<file path="src/rtl/core/iac_pkg.sv">
`default_nettype none
// ----------------------------------------------------------------------------
// iac_pkg
// Types, codes and helpers shared by the IPv4 address classifier.
// ----------------------------------------------------------------------------
package iac_pkg;

	localparam int ENTRIES_DEF = 8;
	localparam int IFACES_DEF  = 8;

	localparam logic OP_WRITE = 1'b0;
	localparam logic OP_QUERY = 1'b1;

	localparam logic [2:0] FS_NET        = 3'd0;
	localparam logic [2:0] FS_NETMASK    = 3'd1;
	localparam logic [2:0] FS_SUBNET     = 3'd2;
	localparam logic [2:0] FS_SUBNETMASK = 3'd3;
	localparam logic [2:0] FS_BCAST      = 3'd4;
	localparam logic [2:0] FS_NETBCAST   = 3'd5;
	localparam logic [2:0] FS_IFACE      = 3'd6;
	localparam logic [2:0] FS_VALID      = 3'd7;

	typedef struct packed {
		logic        op;
		logic [2:0]  entry_index;
		logic [2:0]  field_select;
		logic [31:0] write_value;
		logic [31:0] address;
		logic [2:0]  iface_id;
		logic        iface_can_broadcast;
	} in_item_t;

	typedef struct packed {
		logic [31:0] net_number;
		logic        is_local;
		logic        can_forward;
		logic        is_broadcast;
		logic        write_done;
	} out_item_t;

	typedef struct packed {
		logic [31:0] net;
		logic [31:0] netmask;
		logic [31:0] subnet;
		logic [31:0] subnetmask;
		logic [31:0] bcast;
		logic [31:0] net_bcast;
		logic [2:0]  iface;
	} entry_t;

	typedef struct packed {
		logic [31:0] address;
		logic [31:0] class_net;
		logic        is_class_e;
		logic [2:0]  iface_id;
		logic        can_bcast;
		logic        subnets_local;
	} query_ctx_t;

	typedef struct packed {
		logic [31:0] net_number;
		logic        is_local;
		logic        is_broadcast;
	} match_res_t;

	function automatic logic [31:0] class_net_of(input logic [31:0] a);
		logic [31:0] r;
		if (!a[31])
			r = a & 32'hFF00_0000;
		else if (a[31:30] == 2'b10)
			r = a & 32'hFFFF_0000;
		else if (a[31:29] == 3'b110)
			r = a & 32'hFFFF_FF00;
		else if (a[31:28] == 4'b1110)
			r = a & 32'hF000_0000;
		else
			r = 32'd0;
		return r;
	endfunction

	function automatic logic forward_of(input logic [31:0] a);
		logic r;
		r = 1'b1;
		if (a[31:29] == 3'b111)
			r = 1'b0;
		else if (!a[31] && (a[31:24] == 8'h00 || a[31:24] == 8'h7F))
			r = 1'b0;
		return r;
	endfunction

endpackage
`default_nettype wire

</file>
<file path="src/rtl/core/ipv4_address_classifier.sv">
`default_nettype none
// ----------------------------------------------------------------------------
// ipv4_address_classifier
// Classful IPv4 address classifier over a table of interface addresses.
// ----------------------------------------------------------------------------
// Items are handled one at a time. A write item updates one field of one
// table entry, and its acknowledge is loaded into the output register from
// the put state. A query reads the table through a single memory read port,
// one entry per cycle in index order, then passes the last and put states
// before its result is registered; the next item is taken only back in the
// idle state. Results sit in an output register, and an item can be taken
// while the previous result still waits. Valid bits clear at reset; no
// other table initialization is done.
// ----------------------------------------------------------------------------
module ipv4_address_classifier
	import iac_pkg::*;
#(
	parameter int ENTRIES = ENTRIES_DEF,
	parameter int IFACES  = IFACES_DEF
) (
	input  wire logic clk,
	input  wire logic arst_n,
	input  wire logic in_valid,
	output logic      in_ready,
	input  in_item_t  in_data,
	output logic      out_valid,
	input  wire logic out_ready,
	output out_item_t out_data,
	input  wire logic cfg_we,
	input  wire logic cfg_wdata
);

	localparam int IDX_W = (ENTRIES > 1) ? $clog2(ENTRIES) : 1;
	localparam logic [IDX_W-1:0] LAST_IDX = IDX_W'(ENTRIES - 1);
	localparam logic [6:0] ENTRIES_W = 7'(ENTRIES);

	localparam logic [1:0] ST_IDLE = 2'd0;
	localparam logic [1:0] ST_SCAN = 2'd1;
	localparam logic [1:0] ST_LAST = 2'd2;
	localparam logic [1:0] ST_PUT  = 2'd3;

	logic [1:0]       state_q;
	logic [IDX_W-1:0] idx_q;
	logic             is_write_q;
	logic             subnets_local_q;
	logic             valid_q [ENTRIES];
	logic             rd_vld_s1;
	logic             ent_valid_s1;
	query_ctx_t       ctx_q;
	logic             out_valid_q;
	out_item_t        out_data_q;

	logic             accept;
	logic             wr_ok;
	logic             ram_we;
	logic [IDX_W-1:0] waddr;
	logic             scan_rd;
	logic             out_load;
	entry_t           ent_s1;
	match_res_t       mres;
	out_item_t        result;

	assign in_ready  = (state_q == ST_IDLE);
	assign accept    = in_valid && in_ready;
	assign wr_ok     = ({4'd0, in_data.entry_index} < ENTRIES_W);
	assign waddr     = IDX_W'(in_data.entry_index);
	assign ram_we    = accept && (in_data.op == OP_WRITE) && wr_ok &&
		(in_data.field_select != FS_VALID);
	assign scan_rd   = (state_q == ST_SCAN);
	assign out_load  = (state_q == ST_PUT) && (!out_valid_q || out_ready);
	assign out_valid = out_valid_q;
	assign out_data  = out_data_q;

	always_ff @(posedge clk or negedge arst_n) begin
		if (!arst_n) begin
			subnets_local_q <= 1'b1;
		end else if (cfg_we) begin
			subnets_local_q <= cfg_wdata;
		end
	end

	always_ff @(posedge clk or negedge arst_n) begin
		if (!arst_n) begin
			for (int i = 0; i < ENTRIES; i++)
				valid_q[i] <= 1'b0;
		end else if (accept && in_data.op == OP_WRITE && wr_ok &&
				in_data.field_select == FS_VALID) begin
			valid_q[waddr] <= in_data.write_value[0];
		end
	end

	always_ff @(posedge clk or negedge arst_n) begin
		if (!arst_n) begin
			state_q    <= ST_IDLE;
			idx_q      <= '0;
			is_write_q <= 1'b0;
			rd_vld_s1  <= 1'b0;
		end else begin
			rd_vld_s1 <= scan_rd;
			case (state_q)
				ST_IDLE: begin
					if (accept) begin
						idx_q      <= '0;
						is_write_q <= (in_data.op == OP_WRITE);
						state_q    <= (in_data.op == OP_WRITE) ? ST_PUT : ST_SCAN;
					end
				end
				ST_SCAN: begin
					if (idx_q == LAST_IDX)
						state_q <= ST_LAST;
					else
						idx_q <= idx_q + 1'b1;
				end
				ST_LAST: begin
					state_q <= ST_PUT;
				end
				ST_PUT: begin
					if (out_load)
						state_q <= ST_IDLE;
				end
				default: begin
					state_q <= ST_IDLE;
				end
			endcase
		end
	end

	always_ff @(posedge clk) begin
		if (scan_rd) begin
			ent_valid_s1 <= valid_q[idx_q];
		end
		if (accept) begin
			ctx_q.address       <= in_data.address;
			ctx_q.class_net     <= class_net_of(in_data.address);
			ctx_q.is_class_e    <= (in_data.address[31:28] == 4'b1111);
			ctx_q.iface_id      <= in_data.iface_id;
			ctx_q.can_bcast     <= in_data.iface_can_broadcast;
			ctx_q.subnets_local <= subnets_local_q;
		end
	end

	iac_entry_ram #(
		.ENTRIES(ENTRIES)
	) u_ram (
		.clk   (clk),
		.we    (ram_we),
		.waddr (waddr),
		.wsel  (in_data.field_select),
		.wdata (in_data.write_value),
		.re    (scan_rd),
		.raddr (idx_q),
		.rdata (ent_s1)
	);

	iac_match #(
		.IFACES(IFACES)
	) u_match (
		.clk       (clk),
		.arst_n    (arst_n),
		.clear     (accept),
		.en        (rd_vld_s1),
		.ctx       (ctx_q),
		.ent       (ent_s1),
		.ent_valid (ent_valid_s1),
		.res       (mres)
	);

	always_comb begin
		if (is_write_q) begin
			result = '0;
			result.write_done = 1'b1;
		end else begin
			result.net_number   = mres.net_number;
			result.is_local     = mres.is_local;
			result.can_forward  = forward_of(ctx_q.address);
			result.is_broadcast = mres.is_broadcast;
			result.write_done   = 1'b0;
		end
	end

	always_ff @(posedge clk or negedge arst_n) begin
		if (!arst_n) begin
			out_valid_q <= 1'b0;
		end else if (out_load) begin
			out_valid_q <= 1'b1;
		end else if (out_ready) begin
			out_valid_q <= 1'b0;
		end
	end

	always_ff @(posedge clk) begin
		if (out_load) begin
			out_data_q <= result;
		end
	end

endmodule
`default_nettype wire

</file>
<file path="src/rtl/core/iac_entry_ram.sv">
`default_nettype none
// ----------------------------------------------------------------------------
// iac_entry_ram
// Interface address table: one entry per word, field-wise write enables,
// one registered read port.
// ----------------------------------------------------------------------------
module iac_entry_ram
	import iac_pkg::*;
#(
	parameter int ENTRIES = ENTRIES_DEF,
	localparam int IDX_W = (ENTRIES > 1) ? $clog2(ENTRIES) : 1
) (
	input  wire logic             clk,
	input  wire logic             we,
	input  wire logic [IDX_W-1:0] waddr,
	input  wire logic [2:0]       wsel,
	input  wire logic [31:0]      wdata,
	input  wire logic             re,
	input  wire logic [IDX_W-1:0] raddr,
	output entry_t                rdata
);

	entry_t mem [ENTRIES];

	always_ff @(posedge clk) begin
		if (we) begin
			case (wsel)
				FS_NET:        mem[waddr].net        <= wdata;
				FS_NETMASK:    mem[waddr].netmask    <= wdata;
				FS_SUBNET:     mem[waddr].subnet     <= wdata;
				FS_SUBNETMASK: mem[waddr].subnetmask <= wdata;
				FS_BCAST:      mem[waddr].bcast      <= wdata;
				FS_NETBCAST:   mem[waddr].net_bcast  <= wdata;
				FS_IFACE:      mem[waddr].iface      <= wdata[2:0];
				default: ;
			endcase
		end
	end

	always_ff @(posedge clk) begin
		if (re) begin
			rdata <= mem[raddr];
		end
	end

endmodule
`default_nettype wire

</file>
<file path="src/rtl/core/iac_match.sv">
`default_nettype none
// ----------------------------------------------------------------------------
// iac_match
// Per-entry compare and accumulate for one query: first net match,
// local membership and interface broadcast hit.
// ----------------------------------------------------------------------------
module iac_match
	import iac_pkg::*;
#(
	parameter int IFACES = IFACES_DEF
) (
	input  wire logic clk,
	input  wire logic arst_n,
	input  wire logic clear,
	input  wire logic en,
	input  query_ctx_t ctx,
	input  entry_t     ent,
	input  wire logic  ent_valid,
	output match_res_t res
);

	localparam logic [6:0] IFACES_W = 7'(IFACES);

	logic        found_q;
	logic [31:0] net_val_q;
	logic        local_q;
	logic        bcast_q;

	logic net_hit;
	logic local_hit;
	logic bcast_hit;
	logic iface_ok;

	always_comb begin
		net_hit = ent_valid && (ent.net == ctx.class_net);
		if (ctx.subnets_local)
			local_hit = ent_valid && ((ctx.address & ent.netmask) == ent.net);
		else
			local_hit = ent_valid && ((ctx.address & ent.subnetmask) == ent.subnet);
		bcast_hit = ent_valid && (ent.iface == ctx.iface_id) &&
			(ctx.address == ent.bcast || ctx.address == ent.net_bcast ||
			 ctx.address == ent.subnet || ctx.address == ent.net);
	end

	always_ff @(posedge clk or negedge arst_n) begin
		if (!arst_n) begin
			found_q <= 1'b0;
			local_q <= 1'b0;
			bcast_q <= 1'b0;
		end else if (clear) begin
			found_q <= 1'b0;
			local_q <= 1'b0;
			bcast_q <= 1'b0;
		end else if (en) begin
			if (net_hit)
				found_q <= 1'b1;
			if (local_hit)
				local_q <= 1'b1;
			if (bcast_hit)
				bcast_q <= 1'b1;
		end
	end

	always_ff @(posedge clk) begin
		if (en && net_hit && !found_q) begin
			net_val_q <= ctx.address & ent.subnetmask;
		end
	end

	always_comb begin
		iface_ok = {4'd0, ctx.iface_id} < IFACES_W;
		if (ctx.is_class_e)
			res.net_number = 32'd0;
		else if (found_q)
			res.net_number = net_val_q;
		else
			res.net_number = ctx.class_net;
		res.is_local = local_q;
		res.is_broadcast = (ctx.address == 32'hFFFF_FFFF) || (ctx.address == 32'd0) ||
			(ctx.can_bcast && iface_ok && bcast_q);
	end

endmodule
`default_nettype wire

</file>
<file path="config.mk">
export PLATFORM = sky130hd
export DESIGN_NAME = ipv4_address_classifier
export DESIGN_NICKNAME = d
export VERILOG_FILES = /design/src/rtl/core/iac_pkg.sv /design/src/rtl/core/ipv4_address_classifier.sv /design/src/rtl/core/iac_entry_ram.sv /design/src/rtl/core/iac_match.sv
export SDC_FILE = /design/constraint.sdc
export NUM_CORES = 2
export LEC_CHECK = 0
export BUFFER_PORTS_ARGS = -buffer_cell sky130_fd_sc_hd__clkbuf_2
export CAP_MARGIN = 20
export CORE_ASPECT_RATIO = 2
export CORE_UTILIZATION = 56
export CTS_CLUSTER_DIAMETER = 40
export DETAILED_ROUTE_END_ITERATION = 8
export GPL_ROUTABILITY_DRIVEN = 0
export PLACE_DENSITY = 0.75
export SLEW_MARGIN = 10
export SYNTH_ARGS = -nofsm -noshare
export SYNTH_HDL_FRONTEND = slang
export SYNTH_SLANG_ARGS = --single-unit
export TNS_END_PERCENT = 100
</file>
<file path="constraint.sdc">
create_clock -name clk -period 7.1 [get_ports clk]
set_clock_uncertainty 0.2 [all_clocks]
set_input_delay 1.065 -clock clk [delete_from_list [all_inputs] [get_ports clk]]
set_output_delay 1.065 -clock clk [all_outputs]
set_load 0.005 [all_outputs]
</file>
Yosys cells after proc, flatten, opt, wreduce, memory -nomap -nowiden
Memory sizes are Yosys's and may differ from the RTL's. A register that Yosys moved wholly into a read port is not among the register bits. Index checks and enable logic that the tools add are counted.

Flip-flop bits (word level): 159. RAM bits: 1560. Input bits: 81. Output and inout bits: 38. Logic and storage cells: 174. Memories: 1.

$add $sub $neg: 1. $lt $le $gt $ge: 3. Equal/unequal tests: 31. Muxes and demuxes: 54. Bitwise gates (word level): 6. Reduce and logical (&&, ||, !) cells: 45.

Memories: u_ram.mem (words 8, bits a word 195, rd ports 1, clocked after Yosys merged registers in 1, wr ports 1, RTL line iac_entry_ram.sv:23) `entry_t mem [ENTRIES];`.

Operators with widths (number): equality test 32 bit (7); 2-to-1 mux 32 bit (4); AND 32 bit (2); 2-to-1 mux 1 bit (38); equality test 32 bit, second input constant (1); zero test 32 bit (1); 2-to-1 mux 31 bit (1); equality test 3 bit, second input constant (7); logical AND 1 bit (15); nonzero test 2 bit (6); bitwise mux 8 bit (1); equality test 4 bit, second input constant (2); equality test 8 x 7 -> 1 bit, second input constant (1); greater-or-equal comparator 4 bit, second input constant (2); zero test 8 bit (1); 2-to-1 mux 2 bit (4); NOT 3 -> 4 bit (2); one-hot mux 2 bit (4 select lines) (1); AND reduction 2 bit (4); logical OR 1 bit (7); equality test 2 bit, second input constant (3); equality test 3 x 2 -> 1 bit, second input constant (2); 2-to-1 mux 3 bit (2); one-hot mux 3 bit (2 select lines) (1); other kinds (17) (25).

Logic depth before layout (Yosys ltp)
Depth in word-level cells: 8. Mapped depth: 8.

Cells and area by module
From an unflattened synthesis, not the netlist that was laid out.

Cells, all modules: 3331. Area, all modules: 73693.2 sq um.

By module, submodules not included: iac_entry_ram (instances 1, cells each 2529, area each 64590.7 sq um); iac_match (instances 1, cells each 539, area each 4674.5 sq um); ipv4_address_classifier (instances 1, cells each 263, area each 4428.0 sq um).

Least setup slack after synthesis
OpenSTA, ideal clock, no wires.

Path type: flip-flop to flip-flop. From: register state_q[1]. To: register state_q[1]. Setup time: 78 ps. Arrival: 6543 ps. Data required time: 6822 ps. Path slack: 279 ps. Stages on the path, launching flop included: 9. Clock period less this slack: 6821 ps. Cell sequence: dfrtp_1 -> inv_1 -> ha_1 -> inv_1 -> nor2_1 -> nor2_1 -> o21ai_0 -> a211oi_1 -> a21oi_1.

Elaborated cells between the ends (all ways): 11. Classes of those cells: 6 x eq/ne; 1 x mux; 4 x reduce/logical.

RTL lines: start, declared (RTL line ipv4_address_classifier.sv:42) `logic [1:0] state_q;`; start signal, assigned (RTL line ipv4_address_classifier.sv:105) `state_q <= (in_data.op == OP_WRITE) ? ST_PUT : ST_SCAN;`; equality test 2 x 1 -> 1 bit *; via scan_rd (RTL line ipv4_address_classifier.sv:57) `logic scan_rd;`; inequality test 2 x 1 -> 1 bit (no line); AND reduction 3 bit (no line).

The timed path passes the listed nets; every way through them passes the cells marked *. A chain may end at the register's enable or synchronous reset.

Final worst setup path
From: register state_q[1]. To: memory u_ram.mem[6][33] in the netlist's numbering (enable).

Longest elaborated chain between the ends: 6.

Ends and longest elaborated chain: zero test 2 bit (RTL line ipv4_address_classifier.sv:63) `assign in_ready = (state_q == ST_IDLE);`; logical AND 1 bit (RTL line ipv4_address_classifier.sv:64) `assign accept = in_valid && in_ready;`; logical AND 1 bit (2 in a row) (RTL line ipv4_address_classifier.sv:67) `assign ram_we = accept && (in_data.op == OP_WRITE) && wr_ok &&`; 2-to-1 mux 1 bit (RTL line iac_entry_ram.sv:26) `if (we) begin`; 2-to-1 mux 1 bit (not written as such) (RTL line iac_entry_ram.sv:33) `FS_NETBCAST: mem[waddr].net_bcast <= wdata;`; end, declared (RTL line iac_entry_ram.sv:23).

Every way passes these cells.

==> metrics.txt <==
drt drc=0; WS Path Type=reg -> reg; Reg2Reg Setup Slack=2.64 ns; fill count=8,479; Vias=roughly 34,000; # rows=187; commonest register cell after synthesis=edfxtp_1; initial antenna violation count=13; Synth-to-Final Area Change=10.8%; DR WL/cell=35.5 µm; Crit Reg-Reg Startpoint=state_q[1]$_DFFE_PN0P_; final setup violation count=0; first-pass GRT wire length=258 mm; Die Y=513 µm; cts repair resizes=0; Slowest-stage cell, CP=nor2_4; CP Max Fanout=32; Leak=25.1 nW; share of cells above drive strength 1=0.298; PwrDens=363 nW/µm²; CTS H-tree lvls=4; DP Area=76,000 µm²; post-synthesis mux area share=0.156; EDFF count, synth=1,886; Vias/cell=6.46; DRT Wirelength=187 mm; Netlist Area Pre-Place=roughly 73,000 µm²; IO Pins=119; top cells by area, synth=edfxtp_1 (77%), mux4_2 (12%), mux2_2 (3.2%); vias in the first global route=roughly 34,000; crit-path max cell delay=1.07 ns; remaining antenna violation count after routing=0; fin crit share=0.628; starting density of the core=0.564; placed cells=4,990; Hold WS=0.0957 ns; Worst Tran Pin Value=1.25 ns; Clock Path Buffers=3; crit-path leading delay family=simple AND/OR/NAND/NOR gates; Async SR Flop Fraction=0.0105; largest family of logic cells by synthesized area=multiplexers; PnR worst setup slack=2.64 ns; largest net degree at the start of global routing=192; nature of the critical path endpoint=flop; Synth Area in Adders=0.00103; max-slew violations=0; #FFs+latches synth=1,906; Post-Synth XOR/XNOR Area=0.0246; RSZ-0062 raised after global routing=no; Compound-Gate Fraction of Synth Area=0.00394; Max Clock Freq=224 MHz; CTS Root Cell=clkbuf_16; met1 Usage GRT=0.337; cts bufs inserted=around 150; worst path buffer plus inverter count=1; Hold Buf Count CTS=0; Total GRT Usage=0.288; Skew-Pair Late Insertion Delay=around 0.78 ns; port bufs=118; Setup Buffers After CTS=0; setup tns final=0 ns; area share of and/or/nand/nor cells after synthesis=0.0225; Synth cell types=52; Avg Inst Size Synth=around 22 µm²; Gate Count Post-Synth=3,273; DRT Pass-1 Iters=5; Final Cell Area=81,000 µm²; Slew headroom=0.164; Peak VDD IR=0.356 mV; total core area=130,000 µm²; post-synth top area share=0.775; DP Worst Slack=2.37 ns; Pwr Total=29.4 mW; post-synthesis sequential area ratio=0.782; dominant cell type by count on the critical path=nand2_1; outcome=finished, final reports clean; Final #Nets=3,532; Yosys top cell by area=edfxtp_1; CP Launch Point=state_q[1]$_DFFE_PN0P_; Initial DRC Count=between 4,000 and 5,000; Die Wd=257 µm; Clock Sinks=1,906; die footprint=132,000 µm²; met2 Usage GRT=0.484; Hold WC Path Type=in -> async; DP HPWL=114 mm; Core Util, Final=0.625; Mapped Nets=3,360; CP Cell Sequence=inv_1 -> ha_1 -> nand2_1 -> nor3b_1 -> nand2_1 -> nor2_4; Yosys Warn Count=0; Startpoint Class=flop; GRT overflow=0; GR Util met3=0.0422; CP arrival=4.64 ns; clock period minus worst slack=4.46 ns; Req. time, crit path=between 7 and 8 ns; Max Cap Viol=0; Finished Layout Cells=about 5,300; clk slew on worst S/H paths=0.07 ns; Final Hold Viols=0; GR peak layer=met2; CTS tree=built
[worst paths after layout]
path,end,cells after the start
max in group asynchronous,idx_q[1]$_DFFE_PN0P_,1
worst max register to register,u_ram.mem[6][33]$_DFFE_PP_,6
worst min-delay path,u_match.found_q$_DFFE_PN0P_,1
worst max-delay path,u_ram.mem[6][33]$_DFFE_PP_,6
worst min register to register,valid_q[7]$_DFFE_PN0P_,1
min in group clk,ctx_q[56]$_DFFE_PP_,1
[cell families (layout without fill, tap and decap cells)]
group / after synthesis / after routing
buffers and inverters: 178 / 478
other: 0 / 5
muxes: 622 / 622
adders and majority gates: 6 / 6
xor gates and xnor gates: 205 / 205
DFF: 1906 / 1906
AOI/OAI and AO/OA: 37 / 37
and+or+nand+nor: 319 / 319
[state kept, by name, indices dropped and copies added (netlist names)]
register           count
u_match.bcast_q        1
out_valid              1
u_match.found_q        1
u_ram.rdata          195
rd_vld_s1              1
out_data              36
u_ram.mem           1560
ctx_q                 62
state_q                2
subnets_local_q        1
is_write_q             1
ent_valid_s1           1
u_match.local_q        1
valid_q                8
idx_q                  3
u_match.net_val_q     32
[layout by cell type, fill, tap and decap left out, drive strengths merged, types with 2 or more instances in the layout]
master    synthesis  final
nor3              7      7
a221oi            2      2
bufinv            0      9
ha                6      6
o21ai             6      6
dfrtp            19     19
a22oi             2      2
nor3b             2      2
o221ai            2      2
o22ai             5      5
or4               2      2
clkinvlp          0      9
o211ai            2      2
nor2b             4      4
and2             54     54
a21oi             6      6
a31oi             3      3
and3             10     10
inv              23     33
nand2            41     41
nand4            33     33
mux2i            25     25
xor2            142    142
nor4             47     47
buf              69     55
nand3            10     10
a2111oi           2      2
mux2            205    205
clkinv            0     64
diode             0      5
clkbuf           86    308
xnor2            63     63
nand3b            3      3
edfxtp         1886   1886
mux4            392    392
or3b              2      2
nor2             99     99
[cells in the mapped netlist (3+ instances only)]
cell type	n
edfxtp_1	1886
nor4_1	47
nand3_1	10
clkbuf_1	86
buf_2	54
o21ai_0	6
mux2i_1	25
nor2_1	99
and2_1	53
nor2b_1	4
mux2_2	205
ha_1	6
dfrtp_1	19
a31oi_1	3
buf_6	5
buf_1	10
nor3_1	7
o22ai_1	5
mux4_2	392
and3_1	10
nand3b_1	3
nand4_1	33
xor2_1	142
nand2_1	41
a21oi_1	6
inv_1	23
xnor2_1	63
[layer usage]
metal	part of all wire	wire length [µm]
met2	0.51	95900
met4	0.088	16400
met5	0.00022	41
met3	0.076	14200
met1	0.32	60700
[cell type report]
class	count	area (µm²)	area share
Sequential cell	1906	57100	0.705
Multi-Input combinational cell	1189	15600	0.192
Clock buffer	192	4190	0.0518
Tap cell	1701	2130	0.0263
Timing Repair Buffer	171	1080	0.0133
Clock inverter	92	795	0.00981
Inverter	23	86.3	0.00107
Antenna cell	5	12.5	0.000154
[power breakdown]
| part | internal [mW] | total, mW | switching (mW) | leakage, nW |
|---|---|---|---|---|
| combinational | 2.96 | 6.55 | 3.59 | 5.34 |
| sequential | 13.5 | 14.3 | 0.869 | 17.3 |
| clock | 4.57 | 8.51 | 3.94 | 2.43 |
| total | 21.0 | 29.4 | 8.40 | 25.1 |
(Power assumes the default switching activity.)
